<file path="src/ookpd_pkg.sv">
// shared types and constants for the on-off-keyed pulse distance receiver
`timescale 1ns / 1ps
`default_nettype none

package ookpd_pkg;

    localparam int CODE_WIDTH     = 64;
    localparam int TIME_WIDTH     = 32;
    localparam int CFG_DATA_WIDTH = 16;
    localparam int CFG_IDX_WIDTH  = 3;
    localparam int FRAME_BITS_W   = 7;
    localparam int COUNT_WIDTH    = 8;
    localparam int TIME_PORT_W    = 32;
    localparam int CODE_PORT_W    = 64;

    localparam logic [CFG_DATA_WIDTH-1:0] PULSE_MIN_RST = 16'd460;
    localparam logic [CFG_DATA_WIDTH-1:0] PULSE_MAX_RST = 16'd800;
    localparam logic [CFG_DATA_WIDTH-1:0] GAP_MIN_RST   = 16'd2500;
    localparam logic [CFG_DATA_WIDTH-1:0] GAP_ONE_RST   = 16'd4500;
    localparam logic [CFG_DATA_WIDTH-1:0] GAP_MAX_RST   = 16'd5000;
    localparam logic [CFG_DATA_WIDTH-1:0] SYNC_MIN_RST  = 16'd9500;
    localparam logic [FRAME_BITS_W-1:0]   FRAME_BITS_RST = 7'd37;

    typedef enum logic [CFG_IDX_WIDTH-1:0] {
        REG_PULSE_MIN  = 3'd0,
        REG_PULSE_MAX  = 3'd1,
        REG_GAP_MIN    = 3'd2,
        REG_GAP_ONE    = 3'd3,
        REG_GAP_MAX    = 3'd4,
        REG_SYNC_MIN   = 3'd5,
        REG_FRAME_BITS = 3'd6
    } reg_idx_t;

    typedef struct packed {
        logic [CFG_DATA_WIDTH-1:0] pulse_min;
        logic [CFG_DATA_WIDTH-1:0] pulse_max;
        logic [CFG_DATA_WIDTH-1:0] gap_min;
        logic [CFG_DATA_WIDTH-1:0] gap_one;
        logic [CFG_DATA_WIDTH-1:0] gap_max;
        logic [CFG_DATA_WIDTH-1:0] sync_min;
        logic [FRAME_BITS_W-1:0]   frame_bits;
    } cfg_t;

    typedef struct packed {
        logic                   rising_edge;
        logic [TIME_PORT_W-1:0] edge_time;
    } edge_t;

    typedef struct packed {
        logic                   frame_ready;
        logic [CODE_PORT_W-1:0] frame_code;
        logic                   symbol_ok;
    } res_t;

endpackage

`default_nettype wire

</file>
<file path="src/ook_pulse_distance_receiver.sv">
// top level: on-off-keyed pulse distance receiver with input and result registers
// each item is decoded out of the input register into the result register
// throughput: one item per cycle, set by the single decode stage between the registers
// a waiting result stalls the input once the input register also holds an item
// reset (aresetn low, synchronous) restores default thresholds, clears decode state
// and empties both registers
`timescale 1ns / 1ps
`default_nettype none

module ook_pulse_distance_receiver #(
    parameter int CODE_WIDTH = ookpd_pkg::CODE_WIDTH,
    parameter int TIME_WIDTH = ookpd_pkg::TIME_WIDTH
) (
    input  wire logic                                 aclk,
    input  wire logic                                 aresetn,
    input  wire logic                                 s_valid,
    output      logic                                 s_ready,
    input  wire logic                                 s_rising_edge,
    input  wire logic [ookpd_pkg::TIME_PORT_W-1:0]    s_edge_time,
    output      logic                                 m_valid,
    input  wire logic                                 m_ready,
    output      logic                                 m_frame_ready,
    output      logic [ookpd_pkg::CODE_PORT_W-1:0]    m_frame_code,
    output      logic                                 m_symbol_ok,
    input  wire logic                                 cfg_wr_en,
    input  wire logic [ookpd_pkg::CFG_IDX_WIDTH-1:0]  cfg_index,
    input  wire logic [ookpd_pkg::CFG_DATA_WIDTH-1:0] cfg_wdata
);

    ookpd_pkg::cfg_t  cfg;
    ookpd_pkg::edge_t in_reg;
    ookpd_pkg::res_t  res;
    ookpd_pkg::res_t  out_reg;
    logic             in_vld_reg, in_vld_next;
    logic             out_vld_reg, out_vld_next;
    logic             advance;
    logic             fire;
    logic             s_take;

    ookpd_cfg u_cfg (
        .aclk      (aclk),
        .aresetn   (aresetn),
        .cfg_wr_en (cfg_wr_en),
        .cfg_index (cfg_index),
        .cfg_wdata (cfg_wdata),
        .cfg       (cfg)
    );

    ookpd_core #(
        .CODE_WIDTH (CODE_WIDTH),
        .TIME_WIDTH (TIME_WIDTH)
    ) u_core (
        .aclk    (aclk),
        .aresetn (aresetn),
        .fire    (fire),
        .edge_in (in_reg),
        .cfg     (cfg),
        .res     (res)
    );

    assign advance = !out_vld_reg || m_ready;
    assign fire    = in_vld_reg && advance;
    assign s_ready = !in_vld_reg || advance;
    assign s_take  = s_valid && s_ready;

    always_comb begin
        in_vld_next = in_vld_reg;
        if (s_take) begin
            in_vld_next = 1'b1;
        end else if (fire) begin
            in_vld_next = 1'b0;
        end
        out_vld_next = out_vld_reg;
        if (fire) begin
            out_vld_next = 1'b1;
        end else if (m_ready) begin
            out_vld_next = 1'b0;
        end
    end

    always_ff @(posedge aclk) begin
        if (!aresetn) begin
            in_vld_reg  <= 1'b0;
            out_vld_reg <= 1'b0;
        end else begin
            in_vld_reg  <= in_vld_next;
            out_vld_reg <= out_vld_next;
        end
    end

    always_ff @(posedge aclk) begin
        if (s_take) begin
            in_reg.rising_edge <= s_rising_edge;
            in_reg.edge_time   <= s_edge_time;
        end
        if (fire) begin
            out_reg <= res;
        end
    end

    assign m_valid       = out_vld_reg;
    assign m_frame_ready = out_reg.frame_ready;
    assign m_frame_code  = out_reg.frame_code;
    assign m_symbol_ok   = out_reg.symbol_ok;

    a_frame_is_activity: assert property (@(posedge aclk) disable iff (!aresetn)
        (m_valid && m_frame_ready) |-> m_symbol_ok)
        else $error("frame result without activity flag");

    a_code_zero_without_frame: assert property (@(posedge aclk) disable iff (!aresetn)
        (m_valid && !m_frame_ready) |-> (m_frame_code == '0))
        else $error("nonzero code without a frame");

    a_stall_only_when_full: assert property (@(posedge aclk) disable iff (!aresetn)
        !s_ready |-> (in_vld_reg && out_vld_reg && !m_ready))
        else $error("input stalled while a stage was free");

    a_result_follows_fire: assert property (@(posedge aclk) disable iff (!aresetn)
        fire |=> m_valid)
        else $error("processed item produced no result");

endmodule

`default_nettype wire

</file>
<file path="src/ookpd_cfg.sv">
// configuration registers for thresholds and frame length
`timescale 1ns / 1ps
`default_nettype none

module ookpd_cfg (
    input  wire logic                                 aclk,
    input  wire logic                                 aresetn,
    input  wire logic                                 cfg_wr_en,
    input  wire logic [ookpd_pkg::CFG_IDX_WIDTH-1:0]  cfg_index,
    input  wire logic [ookpd_pkg::CFG_DATA_WIDTH-1:0] cfg_wdata,
    output ookpd_pkg::cfg_t                           cfg
);

    ookpd_pkg::cfg_t cfg_reg;
    ookpd_pkg::cfg_t cfg_next;

    always_comb begin
        cfg_next = cfg_reg;
        if (cfg_wr_en) begin
            case (ookpd_pkg::reg_idx_t'(cfg_index))
                ookpd_pkg::REG_PULSE_MIN:  cfg_next.pulse_min = cfg_wdata;
                ookpd_pkg::REG_PULSE_MAX:  cfg_next.pulse_max = cfg_wdata;
                ookpd_pkg::REG_GAP_MIN:    cfg_next.gap_min   = cfg_wdata;
                ookpd_pkg::REG_GAP_ONE:    cfg_next.gap_one   = cfg_wdata;
                ookpd_pkg::REG_GAP_MAX:    cfg_next.gap_max   = cfg_wdata;
                ookpd_pkg::REG_SYNC_MIN:   cfg_next.sync_min  = cfg_wdata;
                ookpd_pkg::REG_FRAME_BITS: begin
                    cfg_next.frame_bits = cfg_wdata[ookpd_pkg::FRAME_BITS_W-1:0];
                end
                default: cfg_next = cfg_reg;
            endcase
        end
    end

    always_ff @(posedge aclk) begin
        if (!aresetn) begin
            cfg_reg.pulse_min  <= ookpd_pkg::PULSE_MIN_RST;
            cfg_reg.pulse_max  <= ookpd_pkg::PULSE_MAX_RST;
            cfg_reg.gap_min    <= ookpd_pkg::GAP_MIN_RST;
            cfg_reg.gap_one    <= ookpd_pkg::GAP_ONE_RST;
            cfg_reg.gap_max    <= ookpd_pkg::GAP_MAX_RST;
            cfg_reg.sync_min   <= ookpd_pkg::SYNC_MIN_RST;
            cfg_reg.frame_bits <= ookpd_pkg::FRAME_BITS_RST;
        end else begin
            cfg_reg <= cfg_next;
        end
    end

    assign cfg = cfg_reg;

endmodule

`default_nettype wire

</file>
<file path="src/ookpd_core.sv">
// decode state and per-edge pulse, gap and frame logic
`timescale 1ns / 1ps
`default_nettype none

module ookpd_core #(
    parameter int CODE_WIDTH = ookpd_pkg::CODE_WIDTH,
    parameter int TIME_WIDTH = ookpd_pkg::TIME_WIDTH
) (
    input  wire logic            aclk,
    input  wire logic            aresetn,
    input  wire logic            fire,
    input  wire ookpd_pkg::edge_t edge_in,
    input  wire ookpd_pkg::cfg_t  cfg,
    output ookpd_pkg::res_t       res
);

    localparam int CW = ookpd_pkg::COUNT_WIDTH;

    logic [TIME_WIDTH-1:0] rise_time_reg, rise_time_next;
    logic [TIME_WIDTH-1:0] prev_start_reg, prev_start_next;
    logic [CODE_WIDTH-1:0] shift_code_reg, shift_code_next;
    logic [CW-1:0]         bit_count_reg, bit_count_next;

    logic [TIME_WIDTH-1:0] now;
    logic [TIME_WIDTH-1:0] pulse;
    logic [TIME_WIDTH-1:0] gap;
    logic                  pulse_ok;
    logic                  bit_hit;
    logic                  sync_hit;
    logic                  count_match;
    logic                  frame_hit;
    logic                  bit_val;

    assign now   = edge_in.edge_time[TIME_WIDTH-1:0];
    assign pulse = now - rise_time_reg;
    assign gap   = rise_time_reg - prev_start_reg;

    assign pulse_ok = !edge_in.rising_edge
                   && (pulse > TIME_WIDTH'(cfg.pulse_min))
                   && (pulse < TIME_WIDTH'(cfg.pulse_max));
    assign bit_hit  = (gap > TIME_WIDTH'(cfg.gap_min)) && (gap < TIME_WIDTH'(cfg.gap_max));
    assign sync_hit = !bit_hit && (gap >= TIME_WIDTH'(cfg.sync_min));
    assign bit_val  = gap > TIME_WIDTH'(cfg.gap_one);
    assign count_match = bit_count_reg == CW'(cfg.frame_bits);
    assign frame_hit   = pulse_ok && sync_hit && count_match;

    always_comb begin
        rise_time_next  = rise_time_reg;
        prev_start_next = prev_start_reg;
        shift_code_next = shift_code_reg;
        bit_count_next  = bit_count_reg;
        if (edge_in.rising_edge) begin
            rise_time_next = now;
        end else if (pulse_ok) begin
            prev_start_next = rise_time_reg;
            if (bit_hit) begin
                shift_code_next = {shift_code_reg[CODE_WIDTH-2:0], bit_val};
                bit_count_next  = bit_count_reg + CW'(1);
            end else if (sync_hit) begin
                shift_code_next = '0;
                bit_count_next  = '0;
            end
        end
    end

    always_ff @(posedge aclk) begin
        if (!aresetn) begin
            rise_time_reg  <= '0;
            prev_start_reg <= '0;
            shift_code_reg <= '0;
            bit_count_reg  <= '0;
        end else if (fire) begin
            rise_time_reg  <= rise_time_next;
            prev_start_reg <= prev_start_next;
            shift_code_reg <= shift_code_next;
            bit_count_reg  <= bit_count_next;
        end
    end

    always_comb begin
        res.frame_ready = frame_hit;
        res.symbol_ok   = (pulse_ok && bit_hit) || frame_hit;
        res.frame_code  = frame_hit ? ookpd_pkg::CODE_PORT_W'(shift_code_reg) : '0;
    end

endmodule

`default_nettype wire

</file>
<file path="config.mk">
export PLATFORM = sky130hd
export DESIGN_NAME = ook_pulse_distance_receiver
export DESIGN_NICKNAME = d
export VERILOG_FILES = /design/src/ookpd_pkg.sv /design/src/ook_pulse_distance_receiver.sv /design/src/ookpd_cfg.sv /design/src/ookpd_core.sv
export SDC_FILE = /design/constraint.sdc
export NUM_CORES = 1
export LEC_CHECK = 0
export ABC_AREA = 1
export BUFFER_PORTS_ARGS = -buffer_cell sky130_fd_sc_hd__buf_2
export CORE_ASPECT_RATIO = 1.1
export CORE_MARGIN = 5
export CORE_UTILIZATION = 62
export DETAILED_ROUTE_END_ITERATION = 8
export GPL_TIMING_DRIVEN = 0
export PLACE_DENSITY_LB_ADDON = 0.2
export RECOVER_POWER = 50
export SYNTH_ARGS = -nofsm -noshare
export SYNTH_HDL_FRONTEND = slang
export SYNTH_SLANG_ARGS = --single-unit
</file>
<file path="constraint.sdc">
create_clock -name aclk -period 6.6 [get_ports aclk]
set_input_delay 0.99 -clock aclk [delete_from_list [all_inputs] [get_ports aclk]]
set_output_delay 0.99 -clock aclk [all_outputs]
set_load 0.03 [all_outputs]
</file>
Word level (Yosys, flattened, before mapping)
Cells that the tools add are included.

Register bits after elaboration: 340. Bits of input ports: 57. Output and inout bits: 68. Logic and storage cells: 73.

Add/subtract/negate cells: 3. Order comparisons: 6. Eq/ne operators: 7. Multiplexer cells: 8. Bitwise logic cells: 1. Reduce and logical (&&, ||, !) cells: 30.

Operator list (count): $mux W64 (2); $gt A32 B16 Y1 (3); $lt A32 B16 Y1 (2); $sub A32 B32 Y32 (2); $ge A32 B16 Y1 (1); $mux W8 (2); $reduce_and A2 Y1 (8); $eq A3 B3 Y1 const B (3); $logic_and A1 B1 Y1 (9); $add A8 B1 Y8 const B (1); $eq A8 B7 Y1 (1); $eq A3 B2 Y1 const B (2); $reduce_bool A2 Y1 (3); $logic_not A1 Y1 (4); $mux W1 (4); $reduce_and A4 Y1 (1); $eq A3 B1 Y1 const B (1); $logic_not A3 Y1 (1); $logic_or A1 B1 Y1 (3); $reduce_and A3 Y1 (1); $not A1 Y1 (1).

Longest topological paths before layout
Gate-level depths: netlist (run 1).

Depth after elaboration: 8. Mapped depth: 32. Depth with buffers taken out: 31.

Hierarchy
Synthesis (run 1) repeated with hierarchy kept, for this count alone.

Cell total of the unflattened synthesis: 2881. Area total of the unflattened synthesis: 20113.0 um^2.

Modules (own cells, without submodules): ookpd_core (instances 1, cells an instance 2211, area each 13045.0 um^2, sequential area each 2722.6 um^2); ookpd_cfg (instances 1, cells an instance 558, area each 4000.1 um^2, sequential area each 2062.0 um^2); ook_pulse_distance_receiver (instances 1, cells an instance 112, area each 3067.9 um^2, sequential area each 3012.9 um^2).

Least setup slack after synthesis (run 1)
OpenSTA, ideal clock, no wires.

Path type: in2reg. Start point: input m_ready. End point: register u_core.shift_code_reg[36]. Library setup time: 0.128 ns. Arrival: 5.719 ns. Data required time: 6.472 ns. Path slack: 0.754 ns. Stages: 9. Buffers on the path: 2. Path through: inv_1 -> a21oi_1 -> nand2_1 -> nor2_4 -> nand2_4 -> buf_6 -> buf_4 -> o21ai_1 -> nor2_1.

Cells in the longest elaborated chain, start to end: 3.

RTL lines: start: declaration (line ook_pulse_distance_receiver.sv:21) `input wire logic m_ready,`; $logic_or A1 B1 Y1 (line ook_pulse_distance_receiver.sv:61) `assign advance = !out_vld_reg || m_ready;`; $logic_and A1 B1 Y1 (line ook_pulse_distance_receiver.sv:62) `assign fire = in_vld_reg && advance;`; named net fire (line ook_pulse_distance_receiver.sv:37) `logic fire;`; $reduce_and A4 Y1 (no line); end signal: assignment (line ookpd_core.sv:75) `shift_code_reg <= shift_code_next;`; end: declaration (line ookpd_core.sv:21) `logic [CODE_WIDTH-1:0] shift_code_reg, shift_code_next;`.

The timed path passes the listed nets, and every way through them passes these cells. A chain may end at the register's enable or synchronous reset.

Final worst setup path (run 1)
Start point: register in_reg[0] in the netlist's numbering. End point: register u_core.shift_code_reg[45].

Cells in the longest elaborated chain, start to end: 5. Elaborated cells between the ends (all ways): 6. Classes of those cells: 1 x add/sub; 2 x order compare; 3 x reduce/logical.

RTL lines: start: declaration (line ook_pulse_distance_receiver.sv:31) `ookpd_pkg::edge_t in_reg;`; $sub A32 B32 Y32 (*) (line ookpd_core.sv:35) `assign pulse = now - rise_time_reg;`; $gt A32 B16 Y1 (line ookpd_core.sv:39) `&& (pulse > TIME_WIDTH'(cfg.pulse_min))`; $logic_and A1 B1 Y1 (line ookpd_core.sv:39); $logic_and A1 B1 Y1 (*) (line ookpd_core.sv:40) `&& (pulse < TIME_WIDTH'(cfg.pulse_max));`; $reduce_and A4 Y1 (no line) (*).

Every way passes the cells marked *; elsewhere a longest branch is shown, timed or not.

==> results of run 1 <==
==> through the flow <==
step	area, sq um	TNS [ns]
after floorplan	19600	0
after global placement	20700	-134.44
after detailed placement	20700	0
after CTS	21900	0
after global routing	21800	0
final	21800	0
==> synth_stat cells (all sizes together) <==
library cell / instances / area share
o22ai: 1 / 0.00032
clkbuf: 44 / 0.0084
o21bai: 5 / 0.0019
nor3b: 1 / 0.00038
and3: 2 / 0.00064
ha: 157 / 0.10
nor3: 17 / 0.0051
nand3b: 6 / 0.0023
nor4: 1 / 0.00032
o211ai: 32 / 0.012
or2: 2 / 0.00064
edfxtp: 99 / 0.15
inv: 500 / 0.096
a211oi: 4 / 0.0015
nand3: 88 / 0.024
a21o: 3 / 0.0012
and2: 5 / 0.0016
o21a: 2 / 0.00077
dfxtp: 241 / 0.25
nand2: 675 / 0.13
a21boi: 1 / 0.00038
nand4: 30 / 0.010
xor2: 30 / 0.013
a2111oi: 1 / 0.00045
xnor2: 3 / 0.0013
fa: 2 / 0.0020
clkinv: 3 / 0.00058
buf: 32 / 0.012
o2111ai: 2 / 0.00090
o21ai: 218 / 0.056
nor2: 317 / 0.063
a21oi: 206 / 0.053
==> worst max path at each step <==
stage | to | slack, ns
floorplan | u_core.shift_code_reg[36] | 0.75
global placement | u_core.rise_time_reg[27] | -1.38
detailed placement | u_core.shift_code_reg[41] | 1.51
CTS | u_core.shift_code_reg[45] | 1.48
global route | u_core.shift_code_reg[41] | 1.15
finish | u_core.shift_code_reg[45] | 1.57
==> worst reg2reg max path, cell delays in order, from the launching register on <==
cell	delay [ns]
edfxtp_1	0.38
inv_1	0.06
ha_1	0.22
fa_1	0.40
inv_1	0.15
nand2_1	0.07
nand2_1	0.07
and2_1	0.18
nand2_1	0.10
nand3_2	0.13
xor2_1	0.35
ha_1	0.32
nand4_1	0.11
nor2_1	0.08
nand2_1	0.06
nand3_1	0.07
a21oi_1	0.36
nand2_1	0.11
nor2_1	0.10
nand3_1	0.07
nor2_1	0.14
nand3_2	0.23
nor2_4	0.32
nand3_2	0.11
nand2_2	0.17
clkbuf_1	0.41
nor2_1	0.12
==> layout by cell type (no fill, tap or decap), types with 5 or more instances in the layout <==
| cell | n |
|---|---|
| inv_1 | 497 |
| buf_6 | 9 |
| o211ai_1 | 32 |
| a21oi_1 | 205 |
| clkbuf_1 | 127 |
| o21ai_1 | 61 |
| o21ai_0 | 157 |
| nand2_1 | 665 |
| nor3_1 | 14 |
| edfxtp_1 | 99 |
| ha_1 | 157 |
| nand3_1 | 84 |
| nor2_1 | 306 |
| nand4_1 | 29 |
| buf_4 | 7 |
| o21bai_1 | 5 |
| buf_2 | 68 |
| dfxtp_1 | 241 |
| xor2_1 | 30 |
| nand2_2 | 9 |
| nand3b_1 | 6 |
| nor2_2 | 10 |
| and2_1 | 5 |
| clkbuf_16 | 37 |
==> cell type report <==
| type | count | area, sq um | area share |
|---|---|---|---|
| Tap cell | 420 | 526 | 0.0241 |
| Multi-Input combinational cell | 1811 | 9470 | 0.435 |
| Clock inverter | 15 | 175 | 0.00804 |
| Sequential cell | 340 | 7800 | 0.358 |
| Clock buffer | 50 | 996 | 0.0457 |
| Inverter | 503 | 1890 | 0.0867 |
| Timing Repair Buffer | 125 | 538 | 0.0247 |
| Buffer | 76 | 395 | 0.0181 |
==> kinds of logic (layout without fill, tap and decap cells) <==
group,count (synthesis),after routing
AND/OR/NAND/NOR,1144,1144
buffers and inverters,579,769
AO/OA/AOI/OAI,475,475
flip-flops,340,340
adder cells (fa/ha/maj),159,159
XOR/XNOR,33,33
==> metal layers <==
layer / routed length (microns) / track usage
met3: 3660 / 0.0426
met2: 24300 / 0.504
met5: 0 / 0
met4: 2770 / 0.142
met1: 20700 / 0.355
==> report_power, final <==
group / switching (W) / internal, W / total (W)
Sequential: 0.0000281 / 0.00221 / 0.00224
Combinational: 0.000888 / 0.000430 / 0.00132
Clock: 0.000815 / 0.00118 / 0.00200
Total: 0.00173 / 0.00382 / 0.00555
==> metrics.txt, run 1 <==
total CTS buffers 36; flops & latches, synth 340; # rows 68; crit path max-delay cell type clkbuf_1; worst-margin pin slew 1.56 ns; IO Count 125; gr usage total 0.292; fin cells 3340; die height 196 microns; Yosys warnings 0; Max Cap Viol 1; Seq/Total Area, Yosys 0.399; I/O Buffers 123; CTS tree done; Initial Util 0.626; Syn Area/Cell 7.16 sq um; required time worst endpoint 6.99 ns; worst path arrival time 5.42 ns; Worst path max stage delay 0.41 ns; Synth cell types 46; Pre-antenna DRT Iters 8; wirelength, routed 51.5 mm; post-synthesis mux area share 0; hold endpoint u_cfg.cfg[44]; crit start category register; VDD IR max 0.240 mV; Crit Path Max Fanout 10; hold path start u_cfg.cfg[44]; H-tree depth 2; adder-cell share of the synthesized area 0.103; FMAX 199 MHz; Setup crit end kind register; Hold Crit Class reg2reg; xor/xnor share of the synthesized area 0.0148; Worst slew margin -0.0378; Die Area 35200 sq um; Final Core Density 0.698; GP Congestion 0.967; # resized after CTS 0; Power Density 255 nW/um^2; largest family of logic cells by synthesized area simple AND/OR/NAND/NOR gates; Mapped Cells 2730; clock-pin slew on the worst setup and hold paths 0.06 ns; largest net degree at the start of global routing 34; vias in the first global route 16945; clk_skew 0.0245 ns; simple-gate share of the synthesized area 0.239; CTS Sinks 340; crit-path leading delay family simple AND/OR/NAND/NOR gates; Die Width 179 microns; Hold Path Cell Cnt 2; CP bufs+invs 3; filler instances 2669; reg2reg path depth 26; dpl hpwl 40.2 mm; critical register-to-register path startpoint in_reg[0]; Compound-Gate Fraction of Synth Area 0.128; CP startpoint in_reg[0]; Routed Antenna Nets 0; syn_nets 2946; Max clock buf depth 3; Pleak 10.5 nW; final setup margin 1.57 ns; final number of setup-violating endpoints 0; initial antenna violation count 0; Ant. Diodes 0; RSZ-0062 raised after global routing false; final hold viol count 0; first-pass GRT wire length 82.2 mm; postcts setup bufs 0; min Tclk post-route 5.03 ns; worst skew pair latency 0.54 ns; DRT iter0 DRCs 1147; vias per cell 5.30; total gr overflow 0; placed insts 3275; net total in the final layout 3109; Largest register FFs 103; reg-to-reg endpoint u_core.shift_code_reg[45]; crit share post-route 0.762; layout cell share with drive strength beyond 1 0.0586; Setup CP Type reg2reg; cell mode on critical path nand2_1; clk root buf clkbuf_16; failing checks max-capacitance violations, max-slew violations; post-synthesis cell area 19600 sq um; Overall Power 0.00555 W; Setup WS pre-CTS 1.51 ns; max-slew violations 32; core area 31200 sq um; drt wl/cell 15.4 microns; status finished with violations; P&R area growth vs syn 11.4%; vias 17692; R2R setup slack 1.57 ns; worst hold margin 0.460 ns; hold buffers post-CTS 0; number of cells on the critical path 26; DRC errors left 0
No activity file was read; power rests on OpenSTA's default activity.
==> run 2, diff against run 1 <==
Clock period 6.6 ns to 4.9 ns, I/O delays scaled along.
==> metrics.txt, run 2 (synthesis results as in run 1) <==
vias 17816; required time worst endpoint 5.18 ns; worst skew pair latency 0.55 ns; critical register-to-register path startpoint u_core.rise_time_reg[0]; commonest non-fill, non-tap cell in the layout nand2_1; met3 usage 0.0468; vias in the first global route 17091; Largest register FFs 103; Initial Util 0.626; DRC errors left 0; drt wl/cell 15.7 microns; filler instances 2669; die height 196 microns; Die Area 35200 sq um; vias per cell 5.33; gr usage total 0.293; clock-pin slew on the worst setup and hold paths 0.07 ns; core area 31200 sq um; Ant. Diodes 0; dpl hpwl 40.3 mm; hold path start s_edge_time[1]; IO Count 125; final number of setup-violating endpoints 0; Worst slew margin -0.177; Max clock buf depth 3; Power Density 345 nW/um^2; status finished with violations; hold endpoint in_reg[1]; wirelength, routed 52.3 mm; fin cells 3341; Pre-antenna DRT Iters 7; initial antenna violation count 1; crit share post-route 0.946; max-slew violations 68; CTS Sinks 340; register area 7800 sq um; largest net degree at the start of global routing 35; reg2reg path depth 20; R2R setup slack 0.27 ns; worst-margin pin slew 1.77 ns; GP Congestion 0.941; min Tclk post-route 4.63 ns; reg-to-reg endpoint m_frame_code[52]; P&R area growth vs syn 12.2%; post-route setup TNS 0 ns; VDD IR max 0.321 mV; total gr overflow 0; # rows 68; Most Crowded Layer GR met2; Pleak 10.6 nW; net total in the final layout 3110; total CTS buffers 36; Crit Path Max Fanout 10; I/O Buffers 123; placed insts 3275; crit start category register; failing checks max-capacitance violations, max-slew violations; Hold Crit Class in2reg; Routed Antenna Nets 0; Max Cap Viol 2; Hold Path Cell Cnt 1; Setup crit end kind register; met1 usage 0.357; Die Width 179 microns; layout cell share with drive strength beyond 1 0.0654; first-pass GRT wire length 82.5 mm; clk root buf clkbuf_16; H-tree depth 2; most frequent cells in the layout 665 x nand2_1, 497 x inv_1, 305 x nor2_1, 241 x dfxtp_1, 203 x a21oi_1; M2 GR Usage 0.508; DRT iter0 DRCs 1207; Multi-input gate area 9550 sq um; FMAX 216 MHz; Setup CP Type reg2reg; final hold viol count 0; CTS tree done; clk_skew 0.0326 ns; worst path arrival time 4.91 ns
==> run 2: report_power, final <==
group	switching, W	internal, W
Clock	0.00111	0.00165
Sequential	0.0000385	0.00298
Combinational	0.00121	0.000586
==> run 2: metrics by stage <==
step | hold slack (ns) | cell area (sq um) | total power (W) | worst slack, ns | utilization
after floorplan | 0.435 | 19600 | 0.00433 | 0.820 | -
after global placement | 0.444 | 20700 | 0.00477 | -0.509 | 0.663
after detailed placement | 0.453 | 20700 | 0.00482 | -0.143 | 0.664
after CTS | 0.352 | 22000 | 0.00757 | 0.0139 | 0.704
after global routing | 0.354 | 21900 | 0.00797 | -0.0240 | 0.702
final | 0.370 | 21900 | 0.00758 | 0.267 | 0.702
==> run 2: final cells by class <==
| cell class | instances | area share |
|---|---|---|
| multi-input cells | 1811 | 0.436 |
| flip-flops and latches | 340 | 0.356 |
| inverters | 503 | 0.0861 |
| clock buffers | 51 | 0.0492 |
| repair buffers | 126 | 0.0249 |
| well taps | 420 | 0.0240 |
| plain buffers | 76 | 0.0183 |
| clock inverters | 14 | 0.00633 |
==> run 2: worst max-delay path by stage <==
stage	cells after the start	to	slack [ns]	startpoint
after floorplan	9	u_core.shift_code_reg[36]	0.82	m_ready
after global placement	7	u_core.rise_time_reg[29]	-0.51	m_ready
after detailed placement	25	u_core.shift_code_reg[43]	-0.14	in_reg[0]
after CTS	25	u_core.shift_code_reg[51]	0.01	in_reg[0]
after global routing	27	u_core.shift_code_reg[56]	-0.02	in_reg[0]
final	20	m_frame_code[52]	0.27	u_core.rise_time_reg[0]
==> run 2: metal layers <==
metal / routed length (microns) / vias to the layer above
met4: 2380 / 2
li1: - / 8997
met2: 25000 / 609
met1: 21100 / 8052
met3: 3880 / 156
met5: 7 / -
==> run 2: what timing repair did <==
action / 4_1_cts / 5_1_grt
setup buffers: 0 / 1
gates resized for setup: 3 / 14
pin swaps: 0 / 1
hold buffers: 0 / 0
endpoints found under the setup margin: 91 / 145
==> run 2: worst max-delay path, stage by stage (launching register included) <==
cell and delay (ns):
dfxtp_1 0.34, inv_1 0.08, ha_1 0.21, fa_1 0.41, inv_1 0.14, nand2_1 0.07, nand2_1 0.11, and2_1 0.15
xor2_1 0.64, ha_1 0.37, nand4_1 0.07, inv_1 0.05, nand4_1 0.16, nand3_1 0.10, nor2_1 0.09, nand3_1 0.22
nand3b_1 0.34, nand4_1 0.23, buf_2 0.27, buf_4 0.22, nor2_1 0.07
==> run 3, diff against run 2 <==
Settings changed: CORE_UTILIZATION 62 to 40.
==> metrics.txt, run 3 (synthesis results as in run 1) <==
total gr overflow 0; vias 17061; final number of setup-violating endpoints 0; status finished with violations; first-pass GRT wire length 84.2 mm; Initial Util 0.401; P&R area growth vs syn 14.2%; crit share post-route 0.928; crit start category register; I/O Buffers 123; Power Density 346 nW/um^2; clk root buf clkbuf_16; Die Width 221 microns; Max clock buf depth 3; worst-margin pin slew 1.63 ns; CTS tree done; Largest register FFs 103; Max Cap Viol 1; gr usage total 0.198; VDD IR max 0.297 mV; Pleak 10.6 nW; worst skew pair latency 0.56 ns; FMAX 220 MHz; clk_skew 0.0327 ns; hold buffers post-CTS 0; vias in the first global route 16121; drt wl/cell 15.1 microns; Worst slew margin -0.0843; Setup crit end kind register; GP Congestion 0.944; Ant. Diodes 0; vias per cell 4.77; total CTS buffers 38; largest net degree at the start of global routing 34; initial antenna violation count 0; failing checks max-capacitance violations, max-slew violations; fin cells 3576; worst path arrival time 4.99 ns; post-route setup TNS 0 ns; required time worst endpoint 5.34 ns; max-slew violations 34; # rows 85; core area 48700 sq um; Die Area 53400 sq um; IO Count 125; Crit Path Max Fanout 10; die height 242 microns; layout cell share with drive strength beyond 1 0.0663; dpl hpwl 42.7 mm; DRC errors left 0; commonest non-fill, non-tap cell in the layout nand2_1; DRT iter0 DRCs 958; Final Core Density 0.459; min Tclk post-route 4.55 ns; most frequent cells in the layout 665 x nand2_1, 497 x inv_1, 303 x nor2_1, 241 x dfxtp_1, 204 x a21oi_1; clock-pin slew on the worst setup and hold paths 0.06 ns; Hold Crit Class in2reg; wirelength, routed 54.1 mm; Pre-antenna DRT Iters 5; Setup CP Type reg2reg; H-tree depth 2; placed insts 3507; Overall Power 0.00772 W; net total in the final layout 3112; Routed Antenna Nets 0; filler instances 5088; final hold viol count 0; CTS Sinks 340; worst hold margin 0.354 ns
==> run 3: cell count changes in the layout (fill, tap and decap cells not counted), moves of 2 or more <==
cell       previous run  this run
clkbuf_8              8         5
buf_2                69        64
nor2_2               11        13
xor2_2                7        11
nor2_1              305       303
xor2_1               23        19
clkbuf_16            38        41
clkbuf_1            117       123
clkinv_2              6         4
==> run 3: layer usage <==
metal,GRT usage,vias up,part of all wire
met2,0.339,382,0.47
met1,0.250,7570,0.44
li1,-,8992,-
met4,0.0746,0,0.042
met3,0.0326,117,0.052
met5,0,-,0
==> run 3: final timing paths <==
| check | start | end | slack (ns) | cells past startpoint |
|---|---|---|---|---|
| min reg2reg | u_core.bit_count_reg[7] | u_core.bit_count_reg[7] | 0.46 | 2 |
| max reg2reg | in_reg[0] | u_core.shift_code_reg[59] | 0.35 | 27 |
| max | in_reg[0] | u_core.shift_code_reg[59] | 0.35 | 27 |
| min | s_edge_time[18] | in_reg[18] | 0.35 | 1 |
==> run 3: what timing repair did <==
action,4_1_cts,5_1_grt
resized for setup,6,18
pin swaps,0,2
endpoints found under the setup margin,107,148
buffers inserted,0,2
==> run 3: layout make-up <==
type                       count  area [sq um]  share of cell area
tap                          652           816              0.0365
timing repair buffer         127           564              0.0253
sequential                   340          7800               0.349
clock inverter                13           145             0.00650
multi-input combinational   1811          9600               0.430
clock buffer                  55          1130              0.0505
inverter                     503          1890              0.0845
buffer                        75           400              0.0179
==> run 3: power breakdown <==
| part | internal (W) | switching, W |
|---|---|---|
| registers | 0.00298 | 0.0000394 |
| logic | 0.000588 | 0.00123 |
| clock network | 0.00172 | 0.00117 |
| total | 0.00528 | 0.00244 |
==> run 3: per-stage QoR <==
stage | instance area, sq um | worst slack (ns)
final | 22300 | 0.352
after floorplan | 19600 | 0.820
after detailed placement | 21000 | -0.222
after CTS | 22300 | 0.00721
after global placement | 21000 | -0.684
after global routing | 22300 | -0.0365
==> run 3: worst max-delay path, stage by stage, from the launching register on <==
cell      delay (ns)
edfxtp_1        0.34
inv_1           0.05
ha_1            0.22
fa_1            0.43
inv_1           0.13
nand2_1         0.06
nand2_1         0.07
and2_1          0.18
nand2_1         0.09
nand3_2         0.16
xor2_2          0.26
ha_1            0.28
nand4_1         0.10
nor2_1          0.07
nand2_1         0.05
nand3_1         0.11
a21oi_4         0.23
nand2_1         0.09
nor2_1          0.11
nand3_1         0.09
nor2_2          0.16
nand3_4         0.17
nor2_4          0.29
nand3_2         0.13
nand2_4         0.13
buf_4           0.20
buf_6           0.16
nor2_1          0.05
